===== src/design/gqbp_pkg.sv =====
// Shared constants and types for the gray quantizer and bit packer.
package gqbp_pkg;

  localparam int unsigned ByteW  = 8;
  localparam int unsigned FillW  = 3;   // filled bits of the pending byte, 0 to 7
  localparam int unsigned WidthW = 4;   // code width, 1 to 8
  localparam int unsigned CntW   = 2;   // results per pixel, 0 to 2

  localparam logic [ByteW-1:0]  LevelReset = 8'd255;
  localparam logic [CntW-1:0]   CntNone    = 2'd0;
  localparam logic [CntW-1:0]   CntOne     = 2'd1;
  localparam logic [CntW-1:0]   CntTwo     = 2'd2;

  // Bytes produced by one pixel, in delivery order.
  typedef struct packed {
    logic [CntW-1:0]  cnt;
    logic [ByteW-1:0] byte0;
    logic             last0;
    logic [ByteW-1:0] byte1;
    logic             last1;
  } pack_res_t;

endpackage


===== src/design/gray_quantize_bit_packer_core.sv =====
// Gray pixel quantizer with MSB-first bit packing: top level.
// Each accepted 8-bit pixel is quantized to floor(pixel * max_level / 255) and written as a
// code just wide enough for max_level (a level of 0 acts as 1); codes are packed MSB-first
// and every completed byte goes out as one beat. On a pixel with last_pixel_i set, any
// partial byte is sent zero-padded and the final beat carries last_byte_o. A pixel is taken
// every cycle while the result register can take the held pixel's bytes; its bytes pass
// through the input register, then the result register. A last pixel that yields two bytes
// holds the result register for two output beats, and the next pixel waits until the last of
// them leaves. Write max_level only while the block is idle; the new level applies from the next pixel on.
module gray_quantize_bit_packer_core import gqbp_pkg::*; (
  input  logic             clk_i,
  input  logic             rst_ni,
  input  logic             cfg_we_i,
  input  logic [ByteW-1:0] cfg_wdata_i,
  input  logic             in_valid_i,
  output logic             in_ready_o,
  input  logic [ByteW-1:0] pixel_value_i,
  input  logic             last_pixel_i,
  output logic             out_valid_o,
  input  logic             out_ready_i,
  output logic [ByteW-1:0] packed_byte_o,
  output logic             last_byte_o
);

  logic [ByteW-1:0]  max_level_q;
  logic              s1_valid_q, s1_valid_d;
  logic [ByteW-1:0]  pixel_q;
  logic              last_q;
  logic [ByteW-1:0]  code;
  logic [WidthW-1:0] width;
  pack_res_t         pack_res;
  logic              load_ok, advance, in_fire, out_fire;
  logic [CntW-1:0]   res_cnt_q, res_cnt_d;
  logic [ByteW-1:0]  res_byte0_q, res_byte1_q;
  logic              res_last0_q, res_last1_q;

  always_ff @(posedge clk_i or negedge rst_ni) begin
    if (!rst_ni) begin
      max_level_q <= LevelReset;
    end else if (cfg_we_i) begin
      max_level_q <= cfg_wdata_i;
    end
  end

  // The result register takes a new pixel's bytes when it is empty or its last byte drains this cycle.
  assign load_ok    = (res_cnt_q == CntNone) || ((res_cnt_q == CntOne) && out_ready_i);
  assign advance    = s1_valid_q && load_ok;
  assign in_ready_o = !s1_valid_q || load_ok;
  assign in_fire    = in_valid_i && in_ready_o;
  assign out_fire   = out_valid_o && out_ready_i;

  always_comb begin
    s1_valid_d = s1_valid_q;
    if (in_fire) begin
      s1_valid_d = 1'b1;
    end else if (advance) begin
      s1_valid_d = 1'b0;
    end
  end

  always_ff @(posedge clk_i or negedge rst_ni) begin
    if (!rst_ni) begin
      s1_valid_q <= 1'b0;
    end else begin
      s1_valid_q <= s1_valid_d;
    end
  end

  always_ff @(posedge clk_i) begin
    if (in_fire) begin
      pixel_q <= pixel_value_i;
      last_q  <= last_pixel_i;
    end
  end

  gqbp_quant u_quant (
    .max_level_i (max_level_q),
    .pixel_i     (pixel_q),
    .code_o      (code),
    .width_o     (width)
  );

  gqbp_pack u_pack (
    .clk_i     (clk_i),
    .rst_ni    (rst_ni),
    .advance_i (advance),
    .code_i    (code),
    .width_i   (width),
    .last_i    (last_q),
    .res_o     (pack_res)
  );

  always_comb begin
    res_cnt_d = res_cnt_q;
    if (advance) begin
      res_cnt_d = pack_res.cnt;
    end else if (out_fire) begin
      res_cnt_d = res_cnt_q - CntOne;
    end
  end

  always_ff @(posedge clk_i or negedge rst_ni) begin
    if (!rst_ni) begin
      res_cnt_q <= CntNone;
    end else begin
      res_cnt_q <= res_cnt_d;
    end
  end

  always_ff @(posedge clk_i) begin
    if (advance) begin
      res_byte0_q <= pack_res.byte0;
      res_last0_q <= pack_res.last0;
      res_byte1_q <= pack_res.byte1;
      res_last1_q <= pack_res.last1;
    end else if (out_fire) begin
      res_byte0_q <= res_byte1_q;
      res_last0_q <= res_last1_q;
    end
  end

  assign out_valid_o   = (res_cnt_q != CntNone);
  assign packed_byte_o = res_byte0_q;
  assign last_byte_o   = res_last0_q;

`ifndef ASSERT_OFF
  a_cnt_range: assert property (@(posedge clk_i) disable iff (!rst_ni)
    res_cnt_q != 2'd3)
    else $error("result count out of range");

  a_two_first_not_last: assert property (@(posedge clk_i) disable iff (!rst_ni)
    (res_cnt_q == CntTwo) |-> !res_last0_q)
    else $error("first of two held bytes flagged last");

  a_two_only_on_flush: assert property (@(posedge clk_i) disable iff (!rst_ni)
    (advance && pack_res.cnt == CntTwo) |-> (last_q && pack_res.last1))
    else $error("two bytes from a pixel that is not a flush");
`endif

endmodule


===== src/design/gqbp_quant.sv =====
// Quantizer: scales a pixel to floor(pixel * level / 255) and gives the code width.
module gqbp_quant import gqbp_pkg::*; (
  input  logic [ByteW-1:0]  max_level_i,
  input  logic [ByteW-1:0]  pixel_i,
  output logic [ByteW-1:0]  code_o,
  output logic [WidthW-1:0] width_o
);

  logic [ByteW-1:0]   level;
  logic [2*ByteW-1:0] prod;
  logic [2*ByteW:0]   sum;

  assign level = (max_level_i == '0) ? ByteW'(1) : max_level_i;
  assign prod  = {{ByteW{1'b0}}, pixel_i} * {{ByteW{1'b0}}, level};

  // Exact x / 255 for any x up to 255 * 255, i.e. every product of two 8-bit values: (x + (x >> 8) + 1) >> 8.
  assign sum    = {1'b0, prod} + {{(ByteW+1){1'b0}}, prod[2*ByteW-1:ByteW]}
                + (2*ByteW+1)'(1);
  assign code_o = sum[2*ByteW-1:ByteW];

  always_comb begin
    width_o = '0;
    for (int i = 0; i < ByteW; i++) begin
      if (level[i]) begin
        width_o = WidthW'(i + 1);
      end
    end
  end

endmodule


===== src/design/gqbp_pack.sv =====
// Packer: merges codes MSB-first, emits full bytes, flushes the rest on last.
module gqbp_pack import gqbp_pkg::*; (
  input  logic              clk_i,
  input  logic              rst_ni,
  input  logic              advance_i,
  input  logic [ByteW-1:0]  code_i,
  input  logic [WidthW-1:0] width_i,
  input  logic              last_i,
  output pack_res_t         res_o
);

  logic [ByteW-1:0]   partial_q, partial_d;
  logic [FillW-1:0]   fill_q, fill_d;
  logic [4:0]         total;
  logic [4:0]         shamt;
  logic [2*ByteW-1:0] win;
  logic [ByteW-1:0]   part_nxt;
  logic [FillW-1:0]   fill_nxt;

  assign total = {2'b00, fill_q} + {1'b0, width_i};
  assign shamt = 5'd16 - total;
  // Pending bits on top, the new code directly below them.
  assign win   = {partial_q, {ByteW{1'b0}}} | ((2*ByteW)'(code_i) << shamt);

  always_comb begin
    res_o = '0;
    if (total >= 5'd8) begin
      res_o.cnt   = CntOne;
      res_o.byte0 = win[2*ByteW-1:ByteW];
      part_nxt    = win[ByteW-1:0];
      fill_nxt    = FillW'(total - 5'd8);
    end else begin
      part_nxt    = win[2*ByteW-1:ByteW];
      fill_nxt    = total[FillW-1:0];
    end

    partial_d = part_nxt;
    fill_d    = fill_nxt;
    if (last_i) begin
      // Flush even an all-zero partial byte; the final beat carries the flag.
      if (fill_nxt != '0) begin
        if (res_o.cnt == CntOne) begin
          res_o.cnt   = CntTwo;
          res_o.byte1 = part_nxt;
          res_o.last1 = 1'b1;
        end else begin
          res_o.cnt   = CntOne;
          res_o.byte0 = part_nxt;
          res_o.last0 = 1'b1;
        end
      end else if (res_o.cnt == CntOne) begin
        res_o.last0 = 1'b1;
      end
      partial_d = '0;
      fill_d    = '0;
    end
  end

  always_ff @(posedge clk_i or negedge rst_ni) begin
    if (!rst_ni) begin
      partial_q <= '0;
      fill_q    <= '0;
    end else if (advance_i) begin
      partial_q <= partial_d;
      fill_q    <= fill_d;
    end
  end

endmodule

===== config.mk =====
export PLATFORM = sky130hd
export DESIGN_NAME = gray_quantize_bit_packer_core
export DESIGN_NICKNAME = d
export VERILOG_FILES = /design/src/design/gqbp_pkg.sv /design/src/design/gray_quantize_bit_packer_core.sv /design/src/design/gqbp_quant.sv /design/src/design/gqbp_pack.sv
export SDC_FILE = /design/constraint.sdc
export NUM_CORES = 1
export LEC_CHECK = 0
export BUFFER_PORTS_ARGS = -buffer_cell sky130_fd_sc_hd__buf_4
export CAP_MARGIN = 20
export CORE_MARGIN = 8
export CORE_UTILIZATION = 31
export CTS_BUF_LIST = sky130_fd_sc_hd__clkbuf_4 sky130_fd_sc_hd__clkbuf_8 sky130_fd_sc_hd__clkbuf_16
export CTS_CLUSTER_SIZE = 12
export DETAILED_ROUTE_END_ITERATION = 16
export PLACE_DENSITY = 0.47
export SYNTH_ARGS = -nofsm -noshare
export SYNTH_HDL_FRONTEND = slang
export SYNTH_HIERARCHICAL = 1
export SYNTH_SLANG_ARGS = --single-unit

===== constraint.sdc =====
create_clock -name clk_i -period 9.4 [get_ports clk_i]
set_input_delay 1.88 -clock clk_i [delete_from_list [all_inputs] [get_ports clk_i]]
set_output_delay 1.88 -clock clk_i [all_outputs]
set_load 0.01 [all_outputs]

# Word-level counts from Yosys, hierarchy flattened
# Index checks and enable logic that the tools add are counted.
# op_classes
shifts	1
muxes	30
n_bitwise	1
n_mul	1
n_eq_ne	2
add_sub_neg	6
reduce_logical	15
order_cmp	1
# ops
op	count
two-way mux 8 bit	5
two-way mux 9 bit	4
two-way mux 20 bit	1
two-way mux 3 bit	6
adder 16 x 1 -> 16 bit, second input constant	1
adder 16 x 8 -> 16 bit	1
multiplier 8 x 8 -> 16 bit	1
bitwise OR 16 bit	1
left shift 8 x 5 -> 16 bit	1
two-way mux 10 bit	1
two-way mux 2 bit	5
logical NOT 8 bit	1
two-way mux 1 bit	7
nonzero test 2 bit	3
adder 3 x 4 -> 5 bit	1
greater-or-equal comparator 5 x 4 -> 1 bit, second input constant	1
subtractor 5 bit, first input constant	1
logical AND 1 bit	4
two-way mux 4 bit	1
AND reduction 3 bit	1
nonzero test 3 bit	1
subtractor 3 x 1 -> 3 bit, second input constant	1
equality test 2 x 1 -> 1 bit, second input constant	1
logical NOT 2 bit	1
other kinds (5)	6
# totals
inputBits	22
word_cells	68
ff_bits	49
output_inout_bits	11

# Depth between registers and ports, before layout
# depth
depth_word	20
ltp_mapped	31

# Modules after synthesis
# Netlist, hierarchy kept.
# by_module_without_submodules
mod	seq_area_each_um2	instances	area_per_inst_um2	cells_each
gqbp_quant	0.0	1	2647.5	321
gqbp_pack	275.3	1	1582.8	198
gray_quantize_bit_packer_core	1096.1	1	1483.9	76

# Worst setup path after synthesis
# OpenSTA, ideal clock, no wires.
# synth_timing
path_kind	register to register
start	reg max_level_q[7]
end	reg res_byte0_q[5] (netlist: packed_byte_o[5]), data pin
path_buffers	1
slack_ns	1.820
path_stages_with_launch	30
arrival_ns	7.319
required_ns	9.140
period_less_slack_ns	7.580
cell_sequence	dfstp_2 -> clkbuf_1 -> nand2_1 -> fa_1 -> fa_1 -> inv_1 -> fa_1 -> inv_1 -> fa_1 -> inv_1 -> ha_1 -> o21ai_0 -> o21bai_1 -> nand3_1 -> a31oi_1 -> xor2_1 -> ha_1 -> and3_1 -> o41ai_1 -> nand2b_1 -> a31o_1 -> a41o_1 -> nand3_1 -> xnor2_1 -> mux4_2 -> mux2i_1 -> nor4_1 -> or2_1 -> a22o_1 -> mux2_4
# synth_rtl
item	line	rtl
from (decl)	gray_quantize_bit_packer_core.sv:25	logic [ByteW-1:0] max_level_q;
from (signal assigned)	gray_quantize_bit_packer_core.sv:39	max_level_q <= LevelReset;
from (signal assigned)	gray_quantize_bit_packer_core.sv:41	max_level_q <= cfg_wdata_i;
to (signal assigned)	gray_quantize_bit_packer_core.sv:112	res_byte0_q <= pack_res.byte0;
to (signal assigned)	gray_quantize_bit_packer_core.sv:117	res_byte0_q <= res_byte1_q;
to (decl)	gray_quantize_bit_packer_core.sv:34	logic [ByteW-1:0] res_byte0_q, res_byte1_q;

==> impl_metrics.prom <==
# TYPE chip_impl_metric gauge
chip_impl_metric{name="timing.reg2reg.worst_path_depth",unit=""} 28
chip_impl_metric{name="per_instance_average_area_after_synthesis",unit="µm²"} 9.604
chip_impl_info{name="min_path_type",value="reg -> reg"} 1
chip_impl_metric{name="remaining_drc_errors",unit=""} 0
chip_impl_metric{name="maxCapViolCount",unit=""} 0
chip_impl_metric{name="coreArea",unit="mm²"} 0.01802
chip_impl_info{name="grt_setup_unrepaired",value="false"} 1
chip_impl_metric{name="layout_worst_path_cycle_share",unit="%"} 89.22
chip_impl_metric{name="syn2layout_area_growth",unit="%"} 10.58
chip_impl_metric{name="global_route.usage.total",unit="%"} 12.34
chip_impl_metric{name="critPathArrivalTime",unit="ps"} 8440
chip_impl_metric{name="floorplan.initialDensity",unit="%"} 31.70
chip_impl_metric{name="post-cts-setup-buffers",unit=""} 0
chip_impl_metric{name="floorplan.io_pins",unit=""} 33
chip_impl_metric{name="buffer_ports.inserted",unit=""} 32
chip_impl_metric{name="cts_inserted_buffers",unit=""} 5
chip_impl_metric{name="cts.repair.resized",unit=""} 0
chip_impl_info{name="path_class",value="reg -> reg"} 1
chip_impl_metric{name="synth_seq_area_share",unit="%"} 24.00
chip_impl_metric{name="drt-vias-per-instance",unit=""} 5.113
chip_impl_metric{name="synth_fa_ha_area_share",unit="%"} 23.69
chip_impl_metric{name="fin_skew",unit="ps"} 8.388
chip_impl_metric{name="overflow",unit=""} 0
chip_impl_metric{name="synth_warnings",unit=""} 6
chip_impl_metric{name="antenna_cells_inserted",unit=""} 0
chip_impl_metric{name="hold_bufs_at_cts",unit=""} 0
chip_impl_metric{name="ys_types",unit=""} 78
chip_impl_metric{name="route.antenna.remaining_nets",unit=""} 0
chip_impl_metric{name="multi_input_comb_area",unit="mm²"} 0.003983
chip_impl_metric{name="period_minus_slack",unit="ps"} 8386
chip_impl_metric{name="async_set_reset_flop_share_out_of_synthesis",unit="%"} 44.90
chip_impl_info{name="outcome",value="completed"} 1
chip_impl_info{name="ctsRootBufferMaster",value="sky130_fd_sc_hd__clkbuf_16"} 1
chip_impl_metric{name="num-nets-final",unit=""} 719
chip_impl_metric{name="gpl.final_weighted_congestion",unit=""} 0.8395
chip_impl_metric{name="clock.fmax",unit="MHz"} 119.2
chip_impl_info{name="worst_path_max_delay_cell",value="sky130_fd_sc_hd__dfstp_2"} 1
chip_impl_metric{name="synthesis.nets",unit=""} 703
chip_impl_metric{name="drt_first_pass_iters",unit=""} 5
chip_impl_metric{name="hold_ws",unit="ps"} 488.3
chip_impl_metric{name="timing.setup.tns",unit="ps"} 0
chip_impl_info{name="cts_tree",value="built"} 1
chip_impl_metric{name="synthCells",unit=""} 595
chip_impl_metric{name="number_of_hold_violations_in_the_final_report",unit=""} 0
chip_impl_info{name="startpoint_of_the_lowest_slack_register_to_register_path",value="max_level_q[7]"} 1
chip_impl_metric{name="post_synthesis_instance_area",unit="mm²"} 0.005714
chip_impl_metric{name="antenna_found_initial",unit=""} 0
chip_impl_info{name="setup.worst_path.end_class",value="flop"} 1
chip_impl_metric{name="fill_cells",unit=""} 1838
chip_impl_metric{name="cp_data_required_time",unit="ps"} 9450
chip_impl_metric{name="setup_viol",unit=""} 0
chip_impl_metric{name="clkSlewWorstSetupHoldPaths",unit="ps"} 70
chip_impl_metric{name="design_area",unit="mm²"} 0.006319
chip_impl_metric{name="route.vias.total",unit=""} 4300
chip_impl_info{name="cp-start-kind",value="flop"} 1
chip_impl_metric{name="layout.cells.non_filler",unit=""} 841
chip_impl_metric{name="placement.cell_area",unit="mm²"} 0.006125
chip_impl_metric{name="synth-edff-count",unit=""} 27
chip_impl_metric{name="grt_max_degree",unit=""} 27
chip_impl_metric{name="clk_latency",unit="ps"} 290
chip_impl_info{name="cp-endpoint",value="packed_byte_o[5]"} 1
chip_impl_metric{name="post_route_cells_drive_above_1_share",unit="%"} 14.71
chip_impl_info{name="dominantRegCellSynth",value="sky130_fd_sc_hd__edfxtp_1"} 1
chip_impl_info{name="worst_r2r_endpoint",value="packed_byte_o[5]"} 1
chip_impl_metric{name="grt_pass1_wl",unit="µm"} 22970
chip_impl_metric{name="hpwlAfterDp",unit="µm"} 10880
chip_impl_metric{name="cts_max_path_buffers",unit=""} 2
chip_impl_metric{name="synthXorXnorAreaFrac",unit="%"} 4.730
chip_impl_metric{name="clock_sink_count",unit=""} 49
chip_impl_metric{name="fraction_of_the_mapped_netlist_area_in_compound_gates",unit="%"} 13.66
chip_impl_metric{name="critPathMaxStageDelay",unit="ps"} 810
chip_impl_metric{name="post_synth_mux_area_share",unit="%"} 8.780
chip_impl_metric{name="wire_per_inst",unit="µm"} 16.11
chip_impl_metric{name="synth_simple_gate_area_share",unit="%"} 18.83
chip_impl_metric{name="slew_at_the_pin_closest_to_its_max_slew_limit",unit="ps"} 806.6
chip_impl_metric{name="ys_seq_elements",unit=""} 49
chip_impl_metric{name="ff_latch_area",unit="mm²"} 0.001371
chip_impl_info{name="largest_family_of_logic_cells_by_synthesized_area",value="adder cells"} 1
chip_impl_metric{name="relSlewSlack",unit="%"} 46.23
chip_impl_metric{name="via_count_of_the_first_global_routing_pass",unit=""} 4549
chip_impl_metric{name="die_area",unit="mm²"} 0.02303
chip_impl_metric{name="die-width",unit="µm"} 151.8
chip_impl_info{name="timing.critical_path.mode_cell",value="sky130_fd_sc_hd__fa_1"} 1
chip_impl_metric{name="std_cell_rows",unit=""} 49
chip_impl_metric{name="place_inst",unit=""} 833
chip_impl_info{name="critical_path.startpoint",value="max_level_q[7]"} 1
chip_impl_metric{name="r2r_slack",unit="ps"} 1010
chip_impl_metric{name="timing.final.max_slew_violations",unit=""} 0
chip_impl_metric{name="critPathMaxFanout",unit=""} 26
chip_impl_metric{name="cts.htree.levels",unit=""} 2
chip_impl_metric{name="die-height",unit="µm"} 151.8
chip_impl_metric{name="wirelength",unit="µm"} 13550
chip_impl_metric{name="drt_iter0_drc",unit=""} 217
==> worst min-delay path by stage <==
| stage | from | to | cells past startpoint |
|---|---|---|---|
| after detailed placement | u_pack/partial_q[7] | u_pack/partial_q[7] | 2 |
| after CTS | u_pack/partial_q[7] | u_pack/partial_q[7] | 2 |
| after global routing | u_pack/partial_q[7] | u_pack/partial_q[7] | 2 |
| final | u_pack/partial_q[7] | u_pack/partial_q[7] | 2 |
| after floorplan | u_pack/partial_q[7] | u_pack/partial_q[7] | 2 |
| after global placement | u_pack/partial_q[6] | u_pack/partial_q[6] | 2 |
==> metal layers <==
metal	track usage (%)	wire length, µm	vias up
met4	3.626	189	0
met2	21.37	6454	87
met3	1.040	424	12
met1	16.04	6478	2100
met5	0	0	-
li1	-	-	2101
==> layout by cell type (no fill, tap or decap), drive strengths merged, types with 3 or more instances in the layout <==
cell type,count
a211oi,6
a21o,7
a21oi,28
a22o,6
a22oi,3
a311oi,3
a31o,3
a31oi,5
and2,51
and3,3
buf,32
clkbuf,5
dfrtp,14
dfstp,8
edfxtp,27
fa,37
ha,49
inv,65
mux2,21
mux2i,19
nand2,49
nand2b,9
nand3,12
nand4,4
nor2,34
nor2b,10
nor3,9
nor3b,3
o211ai,3
o21ai,16
o21bai,3
o221ai,3
o31ai,5
xnor2,19
xor2,5
==> synth_stat cells (all sizes together), types with 9 or more instances <==
| cell type | count | area [µm²] |
|---|---|---|
| nor3 | 9 | 56.31 |
| nand2b | 9 | 63.81 |
| a21oi | 28 | 151.4 |
| nand3 | 12 | 60.06 |
| fa | 37 | 740.7 |
| mux2 | 21 | 266.5 |
| clkbuf | 14 | 52.55 |
| nand2 | 49 | 183.9 |
| dfrtp | 14 | 350.3 |
| mux2i | 19 | 190.2 |
| edfxtp | 27 | 810.8 |
| xnor2 | 19 | 185.2 |
| and2 | 51 | 319.1 |
| inv | 64 | 240.2 |
| nor2b | 10 | 62.56 |
| buf | 9 | 63.81 |
| ha | 49 | 613.1 |
| o21ai | 16 | 83.83 |
| nor2 | 34 | 127.6 |
==> per-stage QoR <==
step | util [%] | worst slack, ps
2_1_floorplan | - | 1820
3_3_place_gp | 33.98 | 1281
3_5_place_dp | 33.98 | 1030
4_1_cts | 35.05 | 1017
5_1_grt | 35.05 | 367.2
6_report | 35.05 | 1014
==> kinds of logic (layout without fill, tap and decap cells) <==
group,Yosys count,after routing
compound gates,106,106
xor+xnor,25,25
fa+ha+maj,86,86
buf+inv,88,105
flops,49,49
mux,42,42
simple gates,199,199
==> area by class of cell <==
type                            instances  area share (%)
Multi-Input combinational cell        458           63.03
Sequential cell                        49           21.70
Tap cell                              229           4.535
Inverter                               65           3.861
Timing Repair Buffer                   32           3.802
Clock buffer                            5           1.980
Clock inverter                          3           1.089
==> worst max-delay path, delay by kind of cell, from the launching register on <==
kind	cells	cell delay [ps]
adders and majority gates	5	2190
and+or+nand+nor	8	1130
xor gates and xnor gates	2	490
muxes	3	1000
DFF	1	810
buffers and inverters	2	100
AOI/OAI and AO/OA	8	2410
==> state kept, by name (all words and copies together), names as in the netlist <==
| name | cells |
|---|---|
| last_byte_o | 1 |
| packed_byte_o | 8 |
| u_pack/fill_q | 3 |
| res_byte1_q | 8 |
| u_pack/partial_q | 8 |
| res_last1_q | 1 |
| res_cnt_q | 2 |
| pixel_q | 8 |
| s1_valid_q | 1 |
| max_level_q | 8 |
| last_q | 1 |
Power is left out: the tool's default activity adds up to more than one toggle a clock period on the data nets, which glitch-free logic cannot reach.
